`src/rtl/vkl_pkg.sv`:
```
// vkl_pkg: shared types and constants for the value-keyed list engine
// no dependencies; used by the interfaces, the cell and the top level
`timescale 1ns / 1ps

package vkl_pkg;

    localparam int ACTION_W = 3;
    localparam int VALUE_W  = 32;
    localparam int POS_W    = 7;
    localparam int STATUS_W = 2;
    localparam int INDEX_W  = 7;
    localparam int COUNT_W  = 8;

    typedef enum logic [ACTION_W-1:0] {
        ACT_APPEND     = 3'd0,
        ACT_REPLACE    = 3'd1,
        ACT_INS_BEFORE = 3'd2,
        ACT_INS_AFTER  = 3'd3,
        ACT_DELETE     = 3'd4,
        ACT_READ       = 3'd5
    } action_t;

    typedef enum logic [STATUS_W-1:0] {
        ST_OK      = 2'd0,
        ST_MISSING = 2'd1,
        ST_FULL    = 2'd2,
        ST_RANGE   = 2'd3
    } status_t;

    typedef enum logic {
        S_IDLE = 1'b0,
        S_EXEC = 1'b1
    } state_t;

    typedef struct packed {
        logic capture;
        logic append;
        logic replace;
        logic ins_before;
        logic ins_after;
        logic del;
    } cell_ctl_t;

endpackage

```
`src/rtl/vkl_cell.sv`:
```
// vkl_cell: one list slot; holds an entry and its match flag, shifts with neighbors
// depends on vkl_pkg for the control struct and widths
`timescale 1ns / 1ps

module vkl_cell (
    input  logic                        clk,
    input  logic                        rst_n,
    input  vkl_pkg::cell_ctl_t          ctl,
    input  logic [vkl_pkg::VALUE_W-1:0] key,
    input  logic [vkl_pkg::VALUE_W-1:0] new_value,
    input  logic                        live,
    input  logic                        at_count,
    input  logic                        at_pos,
    input  logic                        prefix_in,
    input  logic                        prev_first,
    input  logic [vkl_pkg::VALUE_W-1:0] prev_entry,
    input  logic [vkl_pkg::VALUE_W-1:0] next_entry,
    output logic [vkl_pkg::VALUE_W-1:0] entry,
    output logic                        prefix_out,
    output logic                        first,
    output logic [vkl_pkg::VALUE_W-1:0] rdata
);

    logic [vkl_pkg::VALUE_W-1:0] entry_reg;
    logic [vkl_pkg::VALUE_W-1:0] entry_next;
    logic                        match_reg;
    logic                        match_next;

    assign first      = match_reg & ~prefix_in;
    assign prefix_out = prefix_in | match_reg;
    assign entry      = entry_reg;
    assign rdata      = at_pos ? entry_reg : '0;

    always_comb
    begin
        match_next = match_reg;
        if (ctl.capture)
        begin
            match_next = live && (entry_reg == key);
        end
    end

    always_comb
    begin
        priority if (ctl.append && at_count)
        begin
            entry_next = new_value;
        end
        else if (ctl.replace && first)
        begin
            entry_next = new_value;
        end
        else if (ctl.ins_before && first)
        begin
            entry_next = new_value;
        end
        else if (ctl.ins_before && prefix_in)
        begin
            entry_next = prev_entry;
        end
        else if (ctl.ins_after && prev_first)
        begin
            entry_next = new_value;
        end
        else if (ctl.ins_after && prefix_in)
        begin
            entry_next = prev_entry;
        end
        else if (ctl.del && (first || prefix_in))
        begin
            entry_next = next_entry;
        end
        else
        begin
            entry_next = entry_reg;
        end
    end

    always_ff @(posedge clk)
    begin
        entry_reg <= entry_next;
    end

    always_ff @(posedge clk or negedge rst_n)
    begin
        if (!rst_n)
        begin
            match_reg <= 1'b0;
        end
        else
        begin
            match_reg <= match_next;
        end
    end

endmodule

```
`config.mk`:
```
export PLATFORM = sky130hd
export DESIGN_NAME = vkl_cell
export DESIGN_NICKNAME = d
export VERILOG_FILES = /design/src/rtl/vkl_pkg.sv /design/src/rtl/vkl_cell.sv
export SDC_FILE = /design/constraint.sdc
export NUM_CORES = 1
export LEC_CHECK = 0
export ABC_AREA = 1
export BUFFER_PORTS_ARGS = -buffer_cell sky130_fd_sc_hd__buf_2
export CAP_MARGIN = 0
export CORE_UTILIZATION = 41
export DETAILED_ROUTE_END_ITERATION = 8
export PLACE_DENSITY = 0.84
export SYNTH_ARGS = -nofsm -noshare
export SYNTH_HDL_FRONTEND = slang
export SYNTH_SLANG_ARGS = --single-unit
```
`constraint.sdc`:
```
create_clock -name clk -period 2.1 [get_ports clk]
set_input_delay 0.315 -clock clk [delete_from_list [all_inputs] [get_ports clk]]
set_output_delay 0.315 -clock clk [all_outputs]
set_load 0.02 [all_outputs]
```
==> impl_metrics.py, run 1 <==
metrics = {
    "place": {
        "placedInstanceArea_um2": 3750,
        "placed_cells": 693,
        "place_hpwl_um": 7080,
        "gp_congestion": 0.920,
        "portBuffers": 206,
    },
    "die": {
        "core_area_um2": 6350,
        "start_util_pct": 42.4,
        "dieArea_um2": 6900,
        "die_w_um": 83.1,
        "rows": 29,
        "num_io_pins": 207,
        "die_h_um": 83.1,
    },
    "sta": {
        "setup-tns-final_ns": 0,
        "clock-skew-final_ns": 0.00792,
        "max_freq_mhz": 579,
        "rsz0062_at_grt": "no",
        "slew_headroom_pct": 59.5,
        "fin_crit_ns": 1.73,
        "worst_pin_slew_ns": 0.606,
        "final_max_slew_viol_count": 0,
        "hold_viol": 0,
        "timing.final.crit_share_pct": 82.2,
        "setup_viol": 0,
    },
    "finish": {
        "area_growth_syn_to_layout_pct": 42.6,
        "antenna_cells_inserted": 0,
        "stdcell_count": 702,
        "finish.net_count": 765,
        "utilization_pct": 60.5,
        "drive_above_1_share_pct": 36.8,
        "fin_area_um2": 3840,
        "largest_register_ffs": 32,
    },
    "grt": {
        "grt_pass1_wl_um": 13700,
        "grt_max_degree": 33,
        "antenna_found_initial": 0,
        "first_global_vias": 2962,
        "grt_overflow": 0,
        "grt_use_total_pct": 24.8,
    },
    "synth": {
        "synth.distinct_cells": 25,
        "yosys.area_share.simple_pct": 36.2,
        "synth_seq_cells": 33,
        "yosys.area_share.adder_pct": 0,
        "muxShareOfSynthArea_pct": 0,
        "yosysWarningCount": 0,
        "synthCells": 418,
        "synth_area_per_cell_um2": 6.44,
        "syn-cell-area_um2": 2690,
        "yosysSeqAreaShare_pct": 36.6,
        "synth_top_family_by_area": "simple AND/OR/NAND/NOR gates",
        "ys.flop_type": "edfxtp_1",
        "synth-async-reset-ratio_pct": 3.03,
        "synth_xor_xnor_area_share_pct": 3.90,
        "synth_fp_nets": 559,
        "synth_compound_area_share_pct": 9.15,
        "synth_edf_count": 32,
    },
    "drt": {
        "drc": 0,
        "wl_um": 8740,
        "dr.pass1.iters": 5,
        "drtIter0Drc": 105,
        "num_vias": 3282,
        "drt-vias-per-instance": 4.68,
        "ant_nets": 0,
        "wl_per_cell_um": 12.5,
    },
    "worst_setup_path": {
        "reg2regPathDepth": 7,
        "crit_arrival_ns": 1.88,
        "path_class": "reg2reg",
        "crit_required_ns": 2.25,
        "path_max_fanout": 28,
        "end_kind": "flop",
        "start_kind": "flop",
    },
    "clock_tree": {
        "cts_setup_buffers": 0,
        "cts_num_sinks": 33,
        "cts-root-buf": "clkbuf_8",
        "cts_hold_buf": 1,
        "cts_tree": "done",
        "clkLatencyLatePin_ns": 0.28,
        "cts_buffers": 5,
        "clkTransAtPathRegs_ns": 0.07,
        "clockBufferDepth": 2,
        "cts_resized": 0,
        "cts_max_level": 2,
    },
    "hold_path": {
        "min_path_cells": 3,
        "hold_class": "in2reg",
    },
    "pwr": {
        "seqPwrFrac_pct": 40.7,
        "p_leak_nw": 2.28,
        "cellPowerDensity_nw_per_um2": 591,
        "swShare_pct": 38.2,
        "p_clk_share_pct": 21.0,
        "p_int_mw": 1.40,
        "power.total_mw": 2.27,
        "vdd_drop_max_mv": 0.376,
        "p_sw_uw": 868,
        "p_comb_share_pct": 38.4,
    },
    "outcome": {
        "status": "complete, no violations",
    },
    "job": {
        "timing.max_cap.violations": 0,
    },
}
-- power groups by stage --
stage / logic (mW) / clock network, mW / registers [mW]
after floorplan: 0.434 / 0 / 1.02
after global placement: 0.851 / 0 / 0.935
after detailed placement: 0.869 / 0 / 0.938
after CTS: 0.873 / 0.484 / 0.924
after global routing: 0.960 / 0.504 / 0.938
final: 0.871 / 0.476 / 0.923
-- critical path, cell delays in order, from the launching register on --
cell and delay [ns]:
dfrtp_1 0.39, inv_1 0.07, nor2_2 0.04, o21ai_2 0.07
o21ai_4 0.19, nor2_4 0.52, o21ai_0 0.17, nor2_1 0.11
-- per-stage QoR --
stage | hold slack, ns | setup WS [ns]
6_report | 0.321 | 0.373
5_1_grt | 0.320 | 0.171
4_1_cts | 0.315 | 0.392
3_5_place_dp | 0.114 | 0.343
3_3_place_gp | 0.117 | 0.420
2_1_floorplan | 0.0194 | 0.0529
-- placed cells by master (no fill, tap or decap), drive strengths merged, types with 2 or more instances in the layout --
master / Yosys / layout
or2: 4 / 4
nor3: 2 / 2
buf: 9 / 210
o21ai: 32 / 32
o211ai: 4 / 4
nand2: 131 / 131
edfxtp: 32 / 32
clkbuf: 3 / 5
inv: 73 / 73
nand4: 4 / 4
xor2: 2 / 2
o22ai: 4 / 4
clkinv: 0 / 2
nand3: 4 / 4
nor2: 102 / 102
xnor2: 10 / 10
-- cells in the mapped netlist (all sizes together), types with 4 or more instances --
| master | n | area, um^2 |
|---|---|---|
| o211ai | 4 | 30.0 |
| nand3 | 4 | 20.0 |
| o21ai | 32 | 186 |
| nor2 | 102 | 400 |
| nand4 | 4 | 25.0 |
| buf | 9 | 93.8 |
| edfxtp | 32 | 961 |
| nand2 | 131 | 494 |
| o22ai | 4 | 25.0 |
| xnor2 | 10 | 87.6 |
| inv | 73 | 277 |
| or2 | 4 | 25.0 |
-- layer usage --
| metal | vias to the layer above | track usage [%] | part of all wire (%) |
|---|---|---|---|
| met2 | 126 | 44.2 | 51 |
| met3 | 14 | 3.28 | 4.4 |
| met5 | - | 0 | 0 |
| met4 | 0 | 5.64 | 1.3 |
| met1 | 1462 | 31.9 | 43 |
| li1 | 1680 | - | - |
-- cell families (layout without fill, tap and decap cells) --
family / after synthesis / count (layout)
and+or+nand+nor: 247 / 247
buffers and inverters: 85 / 292
AOI/OAI and AO/OA: 41 / 41
DFF: 33 / 33
xor gates and xnor gates: 12 / 12
-- layout make-up --
cell class                 instances  area [um^2]
fill                             646         2510
multi-input combinational        300         1330
timing repair buffer             211         1070
sequential                        33          986
inverter                          73          277
tap                               77         96.3
clock buffer                       5         68.8
clock inverter                     3         17.5
-- worst paths after layout --
path	start	to	slack, ns
max in group asynchronous	rst_n	match_reg	1.63
worst min register to register	match_reg	match_reg	0.51
worst min-delay path	new_value[27]	entry[27]	0.32
worst max-delay path	match_reg	entry[26]	0.37
min in group asynchronous	rst_n	match_reg	0.36
worst max register to register	match_reg	entry[26]	0.37
Note: power is estimated with default switching activity, not from simulation.
==> run 2, diff against run 1 <==
CORE_UTILIZATION = 37   (was 41)
PLACE_DENSITY = 0.8   (was 0.84)
clock period = 1.55 ns   (was 2.1 ns; I/O delays follow)
==> run 2 against run 1 <==
  * Final area rose by 9.7%
  * Hold slack got worse by 0.075 ns
  * Die area rose by 11%
  * Critical path type unchanged
  * Clock power rose by 44%
  * Register-to-register slack got worse by 0.41 ns
  * Largest cell class unchanged
  * Utilization rose by 0.52 points
  * Combinational power rose by 53%
  * Sequential power rose by 37%
  * Worst setup slack got worse by 0.41 ns
  * Critical path depth rose by 1
  * The flow now finishes with violations (negative setup slack)
  * Final cell count rose by 4.8%
  * Critical endpoint is now entry[23]
==> impl_metrics.py, run 2 (same netlist as run 1, synthesis figures left out) <==
metrics = {
    "pwr": {
        "p_leak_nw": 2.42,
        "p_sw_mw": 1.24,
        "p_int_mw": 2.03,
        "swShare_pct": 37.9,
        "p_comb_share_pct": 40.6,
        "power.total_mw": 3.27,
        "vdd_drop_max_mv": 0.378,
        "seqPwrFrac_pct": 38.4,
        "cellPowerDensity_nw_per_um2": 777,
        "p_clk_share_pct": 21.0,
    },
    "finish": {
        "multi_input_area_um2": 1470,
        "fin_area_um2": 4220,
        "largest_register_ffs": 32,
        "n_fill_cell": 685,
        "drive_above_1_share_pct": 40.5,
        "antenna_cells_inserted": 0,
        "final_common_cell": "buf_2",
        "stdcell_count": 736,
        "regArea_um2": 986,
        "finish.net_count": 780,
        "final_cell_mix": "buf_2 (206), nand2_1 (128), nor2_1 (98), inv_1 (71), edfxtp_1 (32)",
        "area_growth_syn_to_layout_pct": 56.5,
    },
    "outcome": {
        "status": "finished, violations left",
        "violations": "negative setup slack",
    },
    "job": {
        "timing.max_cap.violations": 0,
    },
    "drt": {
        "num_vias": 3420,
        "dr.pass1.iters": 4,
        "drtIter0Drc": 196,
        "wl_per_cell_um": 13.6,
        "drc": 0,
        "drt-vias-per-instance": 4.65,
        "wl_um": 9990,
        "ant_nets": 0,
    },
    "sta": {
        "slew_headroom_pct": 57.5,
        "finalWorstSetupSlack_ns": -0.0356,
        "rsz0062_at_grt": "yes",
        "timing.final.crit_share_pct": 102,
        "setup_viol": 40,
        "hold_viol": 0,
        "clock-skew-final_ns": 0.0109,
        "final_max_slew_viol_count": 0,
        "worst_pin_slew_ns": 0.637,
        "fin_crit_ns": 1.59,
        "max_freq_mhz": 631,
        "setup-tns-final_ns": -0.645,
    },
    "clock_tree": {
        "cts_max_level": 2,
        "cts_num_sinks": 33,
        "clkLatencyLatePin_ns": 0.28,
        "clockBufferDepth": 2,
        "cts-root-buf": "clkbuf_8",
        "cts_buffers": 5,
        "cts_tree": "done",
        "clkTransAtPathRegs_ns": 0.08,
    },
    "die": {
        "start_util_pct": 39.0,
        "rows": 30,
        "core_area_um2": 6910,
        "die_h_um": 87.3,
        "dieArea_um2": 7630,
        "die_w_um": 87.3,
        "num_io_pins": 207,
    },
    "hold_path": {
        "hold_class": "in2reg",
        "worstHoldStart": "next_entry[7]",
    },
    "grt": {
        "first_global_vias": 3062,
        "grt_max_degree": 33,
        "grt_overflow": 0,
        "antenna_found_initial": 0,
        "grt_use_total_pct": 23.2,
        "grt_pass1_wl_um": 13700,
    },
    "place": {
        "pre_cts_slack_ns": -0.0906,
        "placedInstanceArea_um2": 3840,
        "placed_cells": 716,
        "gp_congestion": 0.826,
        "portBuffers": 206,
        "place_hpwl_um": 7240,
    },
    "worst_setup_path": {
        "r2r-start": "match_reg",
        "path_max_fanout": 8,
        "critPathLaunch": "match_reg",
        "start_kind": "flop",
        "crit_arrival_ns": 1.57,
        "crit_required_ns": 1.54,
        "path_class": "reg2reg",
        "end_kind": "flop",
    },
}
-- run 2: cell count changes in the layout (fill, tap and decap cells not counted), sizes merged --
cell,before,now
clkinv,2,0
clkbuf,5,8
nand2,131,134
buf,210,219
inv,73,74
nor2,102,103
-- run 2: critical path, cell delays in order, from the launching register on --
cell and delay [ns]:
dfrtp_1 0.38, inv_2 0.05, nor2_4 0.12, o21ai_2 0.09, o21ai_4 0.15, nor2_4 0.08, buf_12 0.16, buf_12 0.15
nand2_8 0.12
-- run 2: worst paths after layout --
path | to | slack (ns) | cells after the start
worst max-delay path | entry[23] | -0.04 | 8
worst min-delay path | entry[7] | 0.25 | 3
worst max register to register | entry[23] | -0.04 | 8
worst min register to register | match_reg | 0.64 | 3
max in group asynchronous | match_reg | 1.17 | 2
min in group asynchronous | match_reg | 0.29 | 2
-- run 2: final cells by class --
class | instances | area share [%]
well taps | 96 | 2.85
clock buffers | 7 | 2.05
inverters | 73 | 6.80
flip-flops and latches | 33 | 23.4
repair buffers | 221 | 29.7
repair inverters | 1 | 0.208
clock inverters | 1 | 0.178
multi-input cells | 304 | 34.9
-- run 2: layer usage --
layer	up-vias	wire [um]	GRT usage, %
li1	1719	-	-
met1	1555	3950	27.7
met2	140	5290	43.0
met3	6	663	4.27
met4	0	85	5.22
met5	-	0	0
-- run 2: power groups by stage --
stage / sequential, mW / combinational (mW) / clock, mW
finish: 1.26 / 1.33 / 0.686
global route: 1.27 / 1.46 / 0.739
CTS: 1.26 / 1.21 / 0.716
detailed placement: 1.28 / 1.20 / 0
global placement: 1.27 / 1.17 / 0
floorplan: 1.38 / 0.595 / 0
-- run 2: repair_timing --
item                       4_1_cts  5_1_grt
pin swaps                        0        5
hold buffers                     1        0
hold endpoints to repair         1        0
buffers inserted                 0        5
setup endpoints to repair       28       63
gates resized for setup          3       25
cloned                           1        5
-- run 2: stage by stage --
stage | utilization [%] | hold slack [ns]
CTS | 57.4 | 0.232
global route | 61.0 | 0.247
detailed placement | 55.6 | 0.0260
floorplan | - | -0.0631
global placement | 55.6 | 0.0330
finish | 61.0 | 0.246
==> run 3, diff against run 2 <==
ABC_AREA = 0   (was 1)
CORE_UTILIZATION = 33   (was 37)
PLACE_DENSITY = 0.79   (was 0.8)
==> run 3 against run 2 <==
  * The run still ends with negative setup slack left
  * Sequential power increased by 4%
  * Maximum frequency increased by 0.93%
  * Largest cell class is now non-clock buffers
  * First-iteration DRC count decreased by 67%
  * Non-clock buffer count increased by 4
  * Clock skew decreased by 0.0070 ns
  * Clock power decreased by 10%
  * Critical path type unchanged
  * Hold slack improved by 0.0078 ns
  * Highest routed layer unchanged
==> impl_metrics.py, run 3 <==
metrics = {
    "outcome": {
        "status": "finished, violations left",
        "violations": "negative setup slack",
    },
    "synth": {
        "synth_top_family_by_area": "simple AND/OR/NAND/NOR gates",
        "yosysMostFrequentCell": "nor2_1",
        "synthCells": 232,
        "synth_fp_nets": 373,
        "yosysWarningCount": 0,
        "muxShareOfSynthArea_pct": 0,
        "synth_area_per_cell_um2": 9.25,
        "synth_compound_area_share_pct": 12.1,
        "synth_xor_xnor_area_share_pct": 13.1,
        "syn-cell-area_um2": 2150,
        "synth_seq_cells": 33,
        "yosys.area_share.adder_pct": 0,
        "synthTopCellsByCount": "nor2_1 (66), and2_1 (32), edfxtp_1 (32), o22ai_1 (32)",
        "yosys.area_share.simple_pct": 26.2,
        "yosysSeqAreaShare_pct": 45.9,
        "synth_area_leaders": "edfxtp_1 (45%), nor2_1 (12%), and2_1 (9.3%), o22ai_1 (9.3%), xnor2_1 (6.5%)",
        "synth_area_leader_cell": "edfxtp_1",
        "synth_edf_count": 32,
        "synth_top_area_share_pct": 44.8,
        "synth-async-reset-ratio_pct": 3.03,
        "synth.distinct_cells": 26,
        "ys.flop_type": "edfxtp_1",
    },
    "finish": {
        "stdcell_count": 531,
        "n_fill_cell": 598,
        "drive_above_1_share_pct": 53.1,
        "final_cell_mix": "buf_2 (206), nor2_1 (66), and2_1 (32), o22ai_1 (32), edfxtp_1 (32)",
        "antenna_cells_inserted": 0,
        "final_common_cell": "buf_2",
        "largest_register_ffs": 32,
        "finish.net_count": 594,
        "regArea_um2": 986,
        "multi_input_area_um2": 1160,
        "area_growth_syn_to_layout_pct": 64.5,
    },
    "die": {
        "start_util_pct": 34.0,
        "dieArea_um2": 6830,
        "rows": 29,
        "num_io_pins": 207,
        "die_w_um": 82.6,
        "core_area_um2": 6310,
        "die_h_um": 82.6,
    },
    "worst_setup_path": {
        "crit_required_ns": 1.58,
        "start_kind": "flop",
        "crit_chain": "nand2b_4, o221a_2, buf_12, o22ai_1, nor2_1",
        "end_kind": "flop",
        "max_stage_delay_ns": 0.46,
        "crit_arrival_ns": 1.60,
        "slowest_stage": "dfrtp_1",
        "reg2regPathDepth": 5,
        "path_class": "reg2reg",
        "path_max_fanout": 21,
    },
    "clock_tree": {
        "clkLatencyLatePin_ns": 0.28,
        "clkTransAtPathRegs_ns": 0.06,
        "cts_tree": "done",
        "clockBufferDepth": 2,
        "cts_buffers": 5,
        "cts_num_sinks": 33,
        "cts-root-buf": "clkbuf_8",
        "cts_max_level": 2,
    },
    "place": {
        "gp_congestion": 0.777,
        "pre_cts_slack_ns": -0.101,
        "placed_cells": 516,
        "portBuffers": 206,
        "place_hpwl_um": 6240,
    },
    "grt": {
        "grt_max_degree": 33,
        "first_global_vias": 2322,
        "grt_pass1_wl_um": 10900,
        "antenna_found_initial": 0,
        "grt_overflow": 0,
        "grt_use_total_pct": 22.1,
    },
    "sta": {
        "timing.final.crit_share_pct": 101,
        "setup_viol": 3,
        "clock-skew-final_ns": 0.00395,
        "finalWorstSetupSlack_ns": -0.0210,
        "final_max_slew_viol_count": 0,
        "fin_crit_ns": 1.57,
        "worst_pin_slew_ns": 0.512,
        "slew_headroom_pct": 65.9,
        "setup-tns-final_ns": -0.0402,
        "rsz0062_at_grt": "yes",
        "max_freq_mhz": 637,
        "hold_viol": 0,
        "fin_hold_ws_ns": 0.254,
    },
    "drt": {
        "drc": 0,
        "dr.pass1.iters": 4,
        "drtIter0Drc": 64,
        "wl_per_cell_um": 14.9,
        "wl_um": 7910,
        "num_vias": 2582,
        "ant_nets": 0,
        "drt-vias-per-instance": 4.86,
    },
    "hold_path": {
        "min_path_cells": 3,
        "hold_class": "in2reg",
    },
    "pwr": {
        "vdd_drop_max_mv": 0.398,
        "p_leak_nw": 1.74,
        "cellPowerDensity_nw_per_um2": 926,
    },
    "job": {
        "timing.max_cap.violations": 0,
    },
}
-- run 3: changes by cell type in the layout (fill, tap and decap cells not counted), moves of 5 or more --
cell     previous run  this run
o22ai_1             4        32
inv_1              71         0
xnor2_1            10        15
buf_4               5        15
nand2_1           128         2
o21ai_2            12         0
xor2_1              2        16
nor2_1             98        66
and2_1              0        32
o21ai_0            15         0
-- run 3: path summary, 6_finish.rpt --
check | startpoint | to | slack, ns
worst max register to register | match_reg | entry[19] | -0.02
max in group asynchronous | rst_n | match_reg | 1.20
worst min register to register | match_reg | match_reg | 0.70
min in group asynchronous | rst_n | match_reg | 0.27
worst min-delay path | prev_entry[2] | entry[2] | 0.25
worst max-delay path | match_reg | entry[19] | -0.02
-- run 3: stage by stage --
stage          power (mW)  cell area [um^2]  utilization, %
2_1_floorplan        2.01              2160               -
4_1_cts              3.28              3490            55.3
6_report             3.27              3530            55.9
3_5_place_dp         2.63              3350            53.1
3_3_place_gp         2.60              3350            53.1
5_1_grt              3.48              3530            55.9
-- run 3: per-layer routing --
metal	track usage, %	vias to the layer above	part of all wire [%]
met2	40.4	151	52
met4	5.17	0	1.1
met5	0	-	0
met3	3.63	12	7.0
met1	26.8	1158	40
li1	-	1261	-
-- run 3: power breakdown --
group | internal, mW | switching [mW] | leakage, nW | total (mW)
sequential | 1.17 | 0.137 | 0.334 | 1.31
clock | 0.311 | 0.305 | 0.0450 | 0.616
combinational | 0.598 | 0.751 | 1.36 | 1.35
total | 2.08 | 1.19 | 1.74 | 3.27
-- run 3: final cells by class --
| cell class | instances | area share [%] |
|---|---|---|
| clock buffers | 6 | 2.06 |
| inverters | 1 | 0.106 |
| repair buffers | 225 | 34.1 |
| well taps | 77 | 2.73 |
| clock inverters | 2 | 0.284 |
| multi-input cells | 187 | 32.8 |
| flip-flops and latches | 33 | 27.9 |
-- run 3: logic make-up (layout without fill, tap and decap cells) --
kind of cell | count (synthesis) | count (layout)
buffers and inverters | 13 | 234
DFF | 33 | 33
AOI/OAI and AO/OA | 38 | 39
and+or+nand+nor | 116 | 116
xor gates and xnor gates | 32 | 32
-- run 3: what timing repair did --
| action | in CTS | in global routing |
|---|---|---|
| hold buffers | 1 | 0 |
| endpoints found under the hold margin | 1 | 0 |
| gates resized for setup | 3 | 3 |
| endpoints found under the setup margin | 33 | 46 |
| buffers inserted | 3 | 2 |
| pin swaps | 3 | 6 |
| cloned | 1 | 0 |
-- run 3: critical path: cells and delay by family (launching register included) --
kind / cells / cell delay (ns)
buffers and inverters: 1 / 0.17
and+or+nand+nor: 2 / 0.16
DFF: 1 / 0.46
AOI/OAI and AO/OA: 2 / 0.52
